File: config.mk
export PLATFORM = sky130hd
export DESIGN_NAME = response_frame_checker_top
export DESIGN_NICKNAME = d
export VERILOG_FILES = /design/src/rtl/frc_pkg.sv /design/src/rtl/frc_front.sv /design/src/rtl/frc_queue.sv /design/src/rtl/frc_back.sv /design/src/rtl/response_frame_checker_top.sv
export VERILOG_INCLUDE_DIRS = /design/src /design/src/rtl
export SDC_FILE = /design/constraint.sdc
export NUM_CORES = 1
export LEC_CHECK = 0
export BUFFER_PORTS_ARGS = -buffer_cell sky130_fd_sc_hd__buf_2
export CAP_MARGIN = 30
export CORE_MARGIN = 4
export CORE_UTILIZATION = 40
export CTS_CLUSTER_SIZE = 14
export DETAILED_ROUTE_END_ITERATION = 12
export SYNTH_ARGS = -nofsm -noshare
export SYNTH_HDL_FRONTEND = slang
export SYNTH_SLANG_ARGS = --single-unit
File: constraint.sdc
create_clock -name i_clk -period 3.1 [get_ports i_clk]
set_clock_uncertainty 0.15 [all_clocks]
set_input_delay 0.465 -clock i_clk [delete_from_list [all_inputs] [get_ports i_clk]]
set_output_delay 0.465 -clock i_clk [all_outputs]
set_load 0.005 [all_outputs]
File: src/rtl/response_frame_checker_top_defines.svh
// ----------------------------------------------------------------------------
// Response frame checker: shared assertion macros
// Clocked on i_clk, disabled while i_rst_n is low.
// ----------------------------------------------------------------------------
`ifndef RESPONSE_FRAME_CHECKER_TOP_DEFINES_SVH
`define RESPONSE_FRAME_CHECKER_TOP_DEFINES_SVH

// condition holds at every edge
`define FRC_CHECK(lbl, cond, msg) \
    lbl: assert property (@(posedge i_clk) disable iff (!i_rst_n) (cond)) \
        else $error(msg);

// consequent holds in the same cycle as the antecedent
`define FRC_CHECK_IMP(lbl, ante, cons, msg) \
    lbl: assert property (@(posedge i_clk) disable iff (!i_rst_n) (ante) |-> (cons)) \
        else $error(msg);

// consequent holds in the cycle after the antecedent
`define FRC_CHECK_NEXT(lbl, ante, cons, msg) \
    lbl: assert property (@(posedge i_clk) disable iff (!i_rst_n) (ante) |=> (cons)) \
        else $error(msg);

`endif

File: src/rtl/frc_pkg.sv
// ----------------------------------------------------------------------------
// frc_pkg
// Types, constants and the CRC-16 byte update for the response frame checker.
// ----------------------------------------------------------------------------
package frc_pkg;

    localparam logic [15:0] CRC_POLY       = 16'h8005;
    localparam logic [8:0]  FRAME_OVERHEAD = 9'd3;
    localparam logic [7:0]  LENGTH_RESET   = 8'h01;

    localparam int QUEUE_DEPTH = 4;
    localparam int QUEUE_AW    = $clog2(QUEUE_DEPTH);
    localparam int QUEUE_CW    = $clog2(QUEUE_DEPTH + 1);

    localparam logic [1:0] STATUS_OK      = 2'd0;
    localparam logic [1:0] STATUS_LEN_ERR = 2'd1;
    localparam logic [1:0] STATUS_CRC_ERR = 2'd2;

    // byte role within a frame; also the front end's phase
    typedef enum logic [1:0] {
        OP_COUNT   = 2'd0,
        OP_PAYLOAD = 2'd1,
        OP_CRC_LO  = 2'd2,
        OP_CRC_HI  = 2'd3
    } t_op;

    typedef struct packed {
        t_op        op;
        logic [7:0] data;
        logic       count_bad;
    } t_req;

    typedef struct packed {
        logic full;
        logic empty;
    } t_q_stat;

    // data bits LSB first, register shifts left, no reflection of output
    function automatic logic [15:0] crc_byte(input logic [15:0] crc_in,
                                             input logic [7:0]  data);
        logic [15:0] c;
        c = crc_in;
        for (int i = 0; i < 8; i++) begin
            if (data[i] != c[15]) begin
                c = {c[14:0], 1'b0} ^ CRC_POLY;
            end else begin
                c = {c[14:0], 1'b0};
            end
        end
        return c;
    endfunction

endpackage

File: src/rtl/frc_front.sv
// ----------------------------------------------------------------------------
// frc_front
// Accepts received bytes, tags each with its role in the frame and checks
// the count byte against the programmed payload length.
// ----------------------------------------------------------------------------
module frc_front (
    input  logic            i_clk,
    input  logic            i_rst_n,
    input  logic            i_cfg_wr_en,
    input  logic [7:0]      i_cfg_wr_data,
    input  logic            i_valid,
    output logic            o_ready,
    input  logic [7:0]      i_rx_byte,
    input  frc_pkg::t_q_stat i_q_stat,
    output logic            o_push,
    output frc_pkg::t_req   o_req
);

    frc_pkg::t_op r_phase, n_phase;
    logic [7:0]   r_pos, n_pos;
    logic [7:0]   r_payload_length;
    logic [7:0]   pos_inc;
    logic         fire;

    assign o_ready = !i_q_stat.full;
    assign fire    = i_valid && o_ready;
    assign o_push  = fire;
    assign pos_inc = r_pos + 8'd1;

    assign o_req.op        = r_phase;
    assign o_req.data      = i_rx_byte;
    assign o_req.count_bad = ({1'b0, i_rx_byte} !=
                              ({1'b0, r_payload_length} + frc_pkg::FRAME_OVERHEAD));

    always_comb begin
        n_phase = r_phase;
        n_pos   = r_pos;
        unique case (r_phase)
            frc_pkg::OP_COUNT: begin
                n_pos   = '0;
                n_phase = (r_payload_length == '0) ? frc_pkg::OP_CRC_LO
                                                   : frc_pkg::OP_PAYLOAD;
            end
            frc_pkg::OP_PAYLOAD: begin
                n_pos = pos_inc;
                // wrap to zero also ends the payload
                if (pos_inc >= r_payload_length || pos_inc == '0) begin
                    n_phase = frc_pkg::OP_CRC_LO;
                end
            end
            frc_pkg::OP_CRC_LO: begin
                n_phase = frc_pkg::OP_CRC_HI;
            end
            frc_pkg::OP_CRC_HI: begin
                n_phase = frc_pkg::OP_COUNT;
                n_pos   = '0;
            end
            default: begin
                n_phase = frc_pkg::OP_COUNT;
            end
        endcase
    end

    always_ff @(posedge i_clk) begin
        if (!i_rst_n) begin
            r_phase          <= frc_pkg::OP_COUNT;
            r_pos            <= '0;
            r_payload_length <= frc_pkg::LENGTH_RESET;
        end else begin
            if (fire) begin
                r_phase <= n_phase;
                r_pos   <= n_pos;
            end
            if (i_cfg_wr_en) begin
                r_payload_length <= i_cfg_wr_data;
            end
        end
    end

endmodule

File: src/rtl/frc_queue.sv
// ----------------------------------------------------------------------------
// frc_queue
// Small request FIFO between the front end and the CRC back end.
// ----------------------------------------------------------------------------
`include "response_frame_checker_top_defines.svh"

module frc_queue (
    input  logic             i_clk,
    input  logic             i_rst_n,
    input  logic             i_push,
    input  frc_pkg::t_req    i_push_req,
    input  logic             i_pop,
    output frc_pkg::t_req    o_head,
    output frc_pkg::t_q_stat o_stat
);

    frc_pkg::t_req                 r_mem [frc_pkg::QUEUE_DEPTH];
    logic [frc_pkg::QUEUE_AW-1:0]  r_wr_ptr, r_rd_ptr;
    logic [frc_pkg::QUEUE_CW-1:0]  r_count;

    localparam logic [frc_pkg::QUEUE_AW-1:0] LAST_PTR =
        frc_pkg::QUEUE_AW'(frc_pkg::QUEUE_DEPTH - 1);
    localparam logic [frc_pkg::QUEUE_CW-1:0] FULL_COUNT =
        frc_pkg::QUEUE_CW'(frc_pkg::QUEUE_DEPTH);

    assign o_stat.full  = (r_count == FULL_COUNT);
    assign o_stat.empty = (r_count == '0);
    assign o_head       = r_mem[r_rd_ptr];

    always_ff @(posedge i_clk) begin
        if (i_push) begin
            r_mem[r_wr_ptr] <= i_push_req;
        end
    end

    always_ff @(posedge i_clk) begin
        if (!i_rst_n) begin
            r_wr_ptr <= '0;
            r_rd_ptr <= '0;
            r_count  <= '0;
        end else begin
            if (i_push) begin
                r_wr_ptr <= (r_wr_ptr == LAST_PTR) ? '0 : r_wr_ptr + 1'b1;
            end
            if (i_pop) begin
                r_rd_ptr <= (r_rd_ptr == LAST_PTR) ? '0 : r_rd_ptr + 1'b1;
            end
            unique case ({i_push, i_pop})
                2'b10:   r_count <= r_count + 1'b1;
                2'b01:   r_count <= r_count - 1'b1;
                default: r_count <= r_count;
            endcase
        end
    end

    `FRC_CHECK(a_count_bound, r_count <= FULL_COUNT, "queue count overflow")
    `FRC_CHECK_IMP(a_no_push_full, o_stat.full, !i_push, "push into full queue")
    `FRC_CHECK_IMP(a_no_pop_empty, o_stat.empty, !i_pop, "pop from empty queue")

endmodule

File: src/rtl/frc_back.sv
// ----------------------------------------------------------------------------
// frc_back
// Runs the CRC over count and payload bytes, forwards payload and issues
// the frame status after the high CRC byte.
// ----------------------------------------------------------------------------
`include "response_frame_checker_top_defines.svh"

module frc_back (
    input  logic             i_clk,
    input  logic             i_rst_n,
    input  frc_pkg::t_req    i_head,
    input  frc_pkg::t_q_stat i_q_stat,
    output logic             o_pop,
    output logic             o_valid,
    input  logic             i_ready,
    output logic [7:0]       o_out_byte,
    output logic [1:0]       o_status,
    output logic             o_frame_end
);

    logic [15:0] r_crc;
    logic [7:0]  r_crc_lo;
    logic        r_count_bad;
    logic        r_valid;
    logic [7:0]  r_out_byte;
    logic [1:0]  r_status;
    logic        r_frame_end;

    logic        slot_free;
    logic        emits;
    logic [15:0] crc_next;
    logic [1:0]  frame_status;
    logic        pop_hi;

    assign slot_free = !r_valid || i_ready;
    assign emits     = (i_head.op == frc_pkg::OP_PAYLOAD) ||
                       (i_head.op == frc_pkg::OP_CRC_HI);
    assign o_pop     = !i_q_stat.empty && (!emits || slot_free);
    assign pop_hi    = o_pop && (i_head.op == frc_pkg::OP_CRC_HI);

    // count byte restarts the CRC from zero
    assign crc_next = frc_pkg::crc_byte(
        (i_head.op == frc_pkg::OP_COUNT) ? 16'h0000 : r_crc, i_head.data);

    always_comb begin
        priority if (r_count_bad) begin
            frame_status = frc_pkg::STATUS_LEN_ERR;
        end else if ({i_head.data, r_crc_lo} != r_crc) begin
            frame_status = frc_pkg::STATUS_CRC_ERR;
        end else begin
            frame_status = frc_pkg::STATUS_OK;
        end
    end

    always_ff @(posedge i_clk) begin
        if (!i_rst_n) begin
            r_crc       <= '0;
            r_crc_lo    <= '0;
            r_count_bad <= 1'b0;
            r_valid     <= 1'b0;
            r_frame_end <= 1'b0;
            r_status    <= '0;
            r_out_byte  <= '0;
        end else begin
            if (i_ready) begin
                r_valid <= 1'b0;
            end
            if (o_pop) begin
                unique case (i_head.op)
                    frc_pkg::OP_COUNT: begin
                        r_crc       <= crc_next;
                        r_count_bad <= i_head.count_bad;
                    end
                    frc_pkg::OP_PAYLOAD: begin
                        r_crc       <= crc_next;
                        r_valid     <= 1'b1;
                        r_out_byte  <= i_head.data;
                        r_status    <= frc_pkg::STATUS_OK;
                        r_frame_end <= 1'b0;
                    end
                    frc_pkg::OP_CRC_LO: begin
                        r_crc_lo <= i_head.data;
                    end
                    frc_pkg::OP_CRC_HI: begin
                        r_valid     <= 1'b1;
                        r_out_byte  <= '0;
                        r_status    <= frame_status;
                        r_frame_end <= 1'b1;
                        r_crc       <= '0;
                        r_crc_lo    <= '0;
                        r_count_bad <= 1'b0;
                    end
                    default: begin
                        r_crc <= r_crc;
                    end
                endcase
            end
        end
    end

    assign o_valid     = r_valid;
    assign o_out_byte  = r_out_byte;
    assign o_status    = r_status;
    assign o_frame_end = r_frame_end;

    `FRC_CHECK_IMP(a_status_no_data, r_valid && r_frame_end, r_out_byte == '0,
        "status result carries data")
    `FRC_CHECK_IMP(a_payload_ok, r_valid && !r_frame_end,
        r_status == frc_pkg::STATUS_OK, "payload result carries status")
    `FRC_CHECK_NEXT(a_frame_clear, pop_hi, r_crc == '0 && !r_count_bad,
        "frame state not cleared after status")

endmodule

File: src/rtl/response_frame_checker_top.sv
// ----------------------------------------------------------------------------
// response_frame_checker_top
// Flow: accepted bytes enter a 4-entry queue, which lets the input run on while
//   output stalls; the back end pops them, registering payload and status results.
// Throughput: one byte per cycle while the output is ready; front end, queue and
//   back end each take a request every cycle then.
// Reset (synchronous, active low): payload length 1, expect a count byte.
// ----------------------------------------------------------------------------
module response_frame_checker_top (
    input  logic       i_clk,
    input  logic       i_rst_n,
    input  logic       i_cfg_wr_en,
    input  logic [7:0] i_cfg_wr_data,
    input  logic       i_valid,
    output logic       o_ready,
    input  logic [7:0] i_rx_byte,
    output logic       o_valid,
    input  logic       i_ready,
    output logic [7:0] o_out_byte,
    output logic [1:0] o_status,
    output logic       o_frame_end
);

    frc_pkg::t_req    push_req;
    frc_pkg::t_req    head_req;
    frc_pkg::t_q_stat q_stat;
    logic             push;
    logic             pop;

    frc_front u_front (
        .i_clk         (i_clk),
        .i_rst_n       (i_rst_n),
        .i_cfg_wr_en   (i_cfg_wr_en),
        .i_cfg_wr_data (i_cfg_wr_data),
        .i_valid       (i_valid),
        .o_ready       (o_ready),
        .i_rx_byte     (i_rx_byte),
        .i_q_stat      (q_stat),
        .o_push        (push),
        .o_req         (push_req)
    );

    frc_queue u_queue (
        .i_clk      (i_clk),
        .i_rst_n    (i_rst_n),
        .i_push     (push),
        .i_push_req (push_req),
        .i_pop      (pop),
        .o_head     (head_req),
        .o_stat     (q_stat)
    );

    frc_back u_back (
        .i_clk       (i_clk),
        .i_rst_n     (i_rst_n),
        .i_head      (head_req),
        .i_q_stat    (q_stat),
        .o_pop       (pop),
        .o_valid     (o_valid),
        .i_ready     (i_ready),
        .o_out_byte  (o_out_byte),
        .o_status    (o_status),
        .o_frame_end (o_frame_end)
    );

endmodule

==> impl_metrics.json <==
{
  "ant_nets": 0,
  "slew_violations": 0,
  "syn_to_final_growth_pct": 13.8,
  "startpoint_type": "flop",
  "routed_via_density": 5.05,
  "yosysWarnings": 0,
  "layout_min_cycle_time_ns": 2.94,
  "grt.overflow.total": 0,
  "hold_ws_ns": 0.194,
  "min_period_over_period": 0.949,
  "finalWirelength_um": 10800,
  "rows": 42,
  "cts_buffer_depth": 2,
  "core_um2": 13200,
  "clk_latency_ns": 0.34,
  "end_kind": "flop",
  "grt_pass1_vias": 3569,
  "crit_path_max_fanout": 4,
  "place.gp.congestion": 0.820,
  "leakagePower_uw": 0.00229,
  "grt_first_pass_wirelength_um": 17700,
  "clk_pin_slew_worst_paths_ns": 0.07,
  "yosys-top-cells-area": "edfxtp_1 25%, dfxtp_1 24%, xnor2_1 6.8%, ha_1 5.6%, nor2b_1 5.0%",
  "final_common_cell": "dfxtp_1",
  "slew_headroom": 0.392,
  "worstPathArrival_ns": 3.07,
  "worst_pin_slew_ns": 0.913,
  "wire_per_inst_um": 15.2,
  "hpwl_um": 7960,
  "setup_viol": 0,
  "path_buf_inv": 1,
  "p_total_uw": 5790,
  "cts_tree": "yes",
  "drt_iter0_markers": 193,
  "crit_family": "XOR/XNOR gates",
  "cp_slowest_cell": "mux4_2",
  "drv_cap": 0,
  "hold_path_class": "in -> reg",
  "ioPinCount": 34,
  "cts_root_buffer": "clkbuf_16",
  "grt_max_degree": 65,
  "cp_num_cells": 11,
  "synth_cell_types": 41,
  "rrSetupSlack_ns": 0.16,
  "postCtsHoldBufs": 0,
  "nNetsFinal": 576,
  "antenna_found_initial": 0,
  "cts_made_buffers": 9,
  "yosysTopAreaCell": "edfxtp_1",
  "drt_pass1_iterations": 4,
  "start_util": 0.408,
  "fp.dieW_um": 124,
  "critPathRequiredTime_ns": 3.23,
  "worstSetupPathType": "reg -> reg",
  "crit_path_cell_trace": "mux4_2, inv_2, ha_4, nor2_1, xnor2_1, xnor2_2, xnor3_2, xnor2_2, xnor2_1, o31ai_1, and2_1",
  "r2r_end": "u_back.r_crc[15]",
  "die_area_um2": 15400,
  "netlist_area_um2": 5380,
  "avgSynthCellArea_um2": 11.1,
  "status": "completed",
  "power.density_nw_per_um2": 946,
  "cts_sinks": 108,
  "die_h_um": 124,
  "drive_above_1_share": 0.164,
  "yosysTopAreaCellShare": 0.246,
  "portBuffers": 33,
  "mostFrequentLayoutCells": "63 x dfxtp_1, 44 x edfxtp_1, 43 x nor2b_1, 41 x xnor2_1",
  "htree_levels": 3,
  "fmax_ghz": 0.340,
  "gr-usage-all-layers": 0.149,
  "hold_viol": 0,
  "drc": 0,
  "synth_cells": 485,
  "num_vias": 3587,
  "ir_drop_mv": 0.372,
  "fill_cells": 1239,
  "endpoint": "u_back.r_crc[15]",
  "ys_ff_latch": 108,
  "reg2reg_depth": 11,
  "diodes": 0,
  "max_stage_delay_ns": 0.54,
  "ys_seq_area_frac": 0.484,
  "syn-num-nets": 531
}
area by class of cell:
cell class	count	area, um^2	share of cell area
Tap cell	176	220	0.0360
Clock buffer	9	225	0.0368
Clock inverter	7	51.3	0.00838
Inverter	22	82.6	0.0135
Multi-Input combinational cell	336	2620	0.428
Timing Repair Buffer	53	315	0.0515
Sequential cell	108	2610	0.426
cell families (layout without fill, tap and decap cells):
family                   Yosys count  count (layout)  synth area share
XOR/XNOR                          66              66             0.116
multiplexers                      21              21            0.0696
AND/OR/NAND/NOR                  154             154             0.152
flip-flops                       108             108             0.484
AO/OA/AOI/OAI                     70              70            0.0884
adder cells (fa/ha/maj)           25              25            0.0596
buffers and inverters             41              91            0.0307
through the flow:
stage | utilization | setup slack, ns | instances | setup TNS [ns] | instance area, um^2
2_1_floorplan | - | 0.00214 | 485 | 0 | 5370
4_1_cts | 0.458 | 0.0529 | 704 | 0 | 6050
3_3_place_gp | 0.437 | 0.162 | 688 | 0 | 5770
5_1_grt | 0.464 | -0.0138 | 711 | -0.0138 | 6120
6_report | 0.464 | 0.158 | 711 | 0 | 6120
3_5_place_dp | 0.437 | 0.0207 | 688 | 0 | 5770
sequential cells by signal (all words and copies together) (netlist names), named ones only:
signal,flops
u_back.r_crc,16
u_front.r_pos,8
u_queue.r_count,3
u_back.o_status,2
u_back.r_crc_lo,8
u_queue.r_rd_ptr,2
u_front.r_payload_length,8
u_back.o_valid,1
u_queue.r_mem,44
u_back.o_out_byte,8
u_queue.r_wr_ptr,2
u_back.r_count_bad,1
u_back.o_frame_end,1
u_front.r_phase,2
cells in the mapped netlist, drive strengths merged:
cell type and n:
o31ai 2, mux4 11, and3 4, o211ai 2, mux2i 10, a22oi 25, dfxtp 64, o21ai 10
ha 24, o22ai 1, a21o 4, buf 4, and4 1, nand4b 1, nor3b 1, nor4 6
xnor3 1, nand2b 6, nor3 7, a32oi 1, nor2 19, nor2b 43, nand3 17, nand2 33
or3 3, edfxtp 44, and2 7, a21oi 10, nand4 4, fa 1, xnor2 46, or4b 1
xor2 19, inv 22, a21boi 15, clkbuf 15, or3b 1
layer usage:
| layer | GRT usage | part of all wire |
|---|---|---|
| met2 | 0.265 | 0.51 |
| met5 | 0 | 0 |
| met1 | 0.180 | 0.43 |
| met3 | 0.0341 | 0.041 |
| met4 | 0.0445 | 0.016 |
power breakdown:
| group | leakage (uW) | internal (uW) | switching, uW |
|---|---|---|---|
| logic | 0.00124 | 1350 | 1440 |
| registers | 0.000922 | 1750 | 194 |
| clock network | 0.000129 | 549 | 508 |
worst min-delay path by stage:
stage                             from                          end  slack [ns]  cells past startpoint
floorplan             u_front.r_pos[1]             u_front.r_pos[1]        0.30                      2
CTS                   i_cfg_wr_data[0]  u_front.r_payload_length[0]        0.18                      3
global placement    u_back.o_frame_end           u_back.o_frame_end        0.31                      2
global route              i_rx_byte[4]          u_queue.r_mem[0][5]        0.21                      1
finish                i_cfg_wr_data[0]  u_front.r_payload_length[0]        0.19                      3
detailed placement  u_back.o_frame_end           u_back.o_frame_end        0.31                      2
worst min-delay path: stages:
cell,delay [ns]
buf_2,0.07
nand2_1,0.04
o211ai_1,0.07
what timing repair did:
item                       4_1_cts  5_1_grt
buffers inserted                 0        7
setup endpoints to repair        1        2
pin swaps                        0        6
resized for setup                1       10
Power figures use the tool's default switching activity.
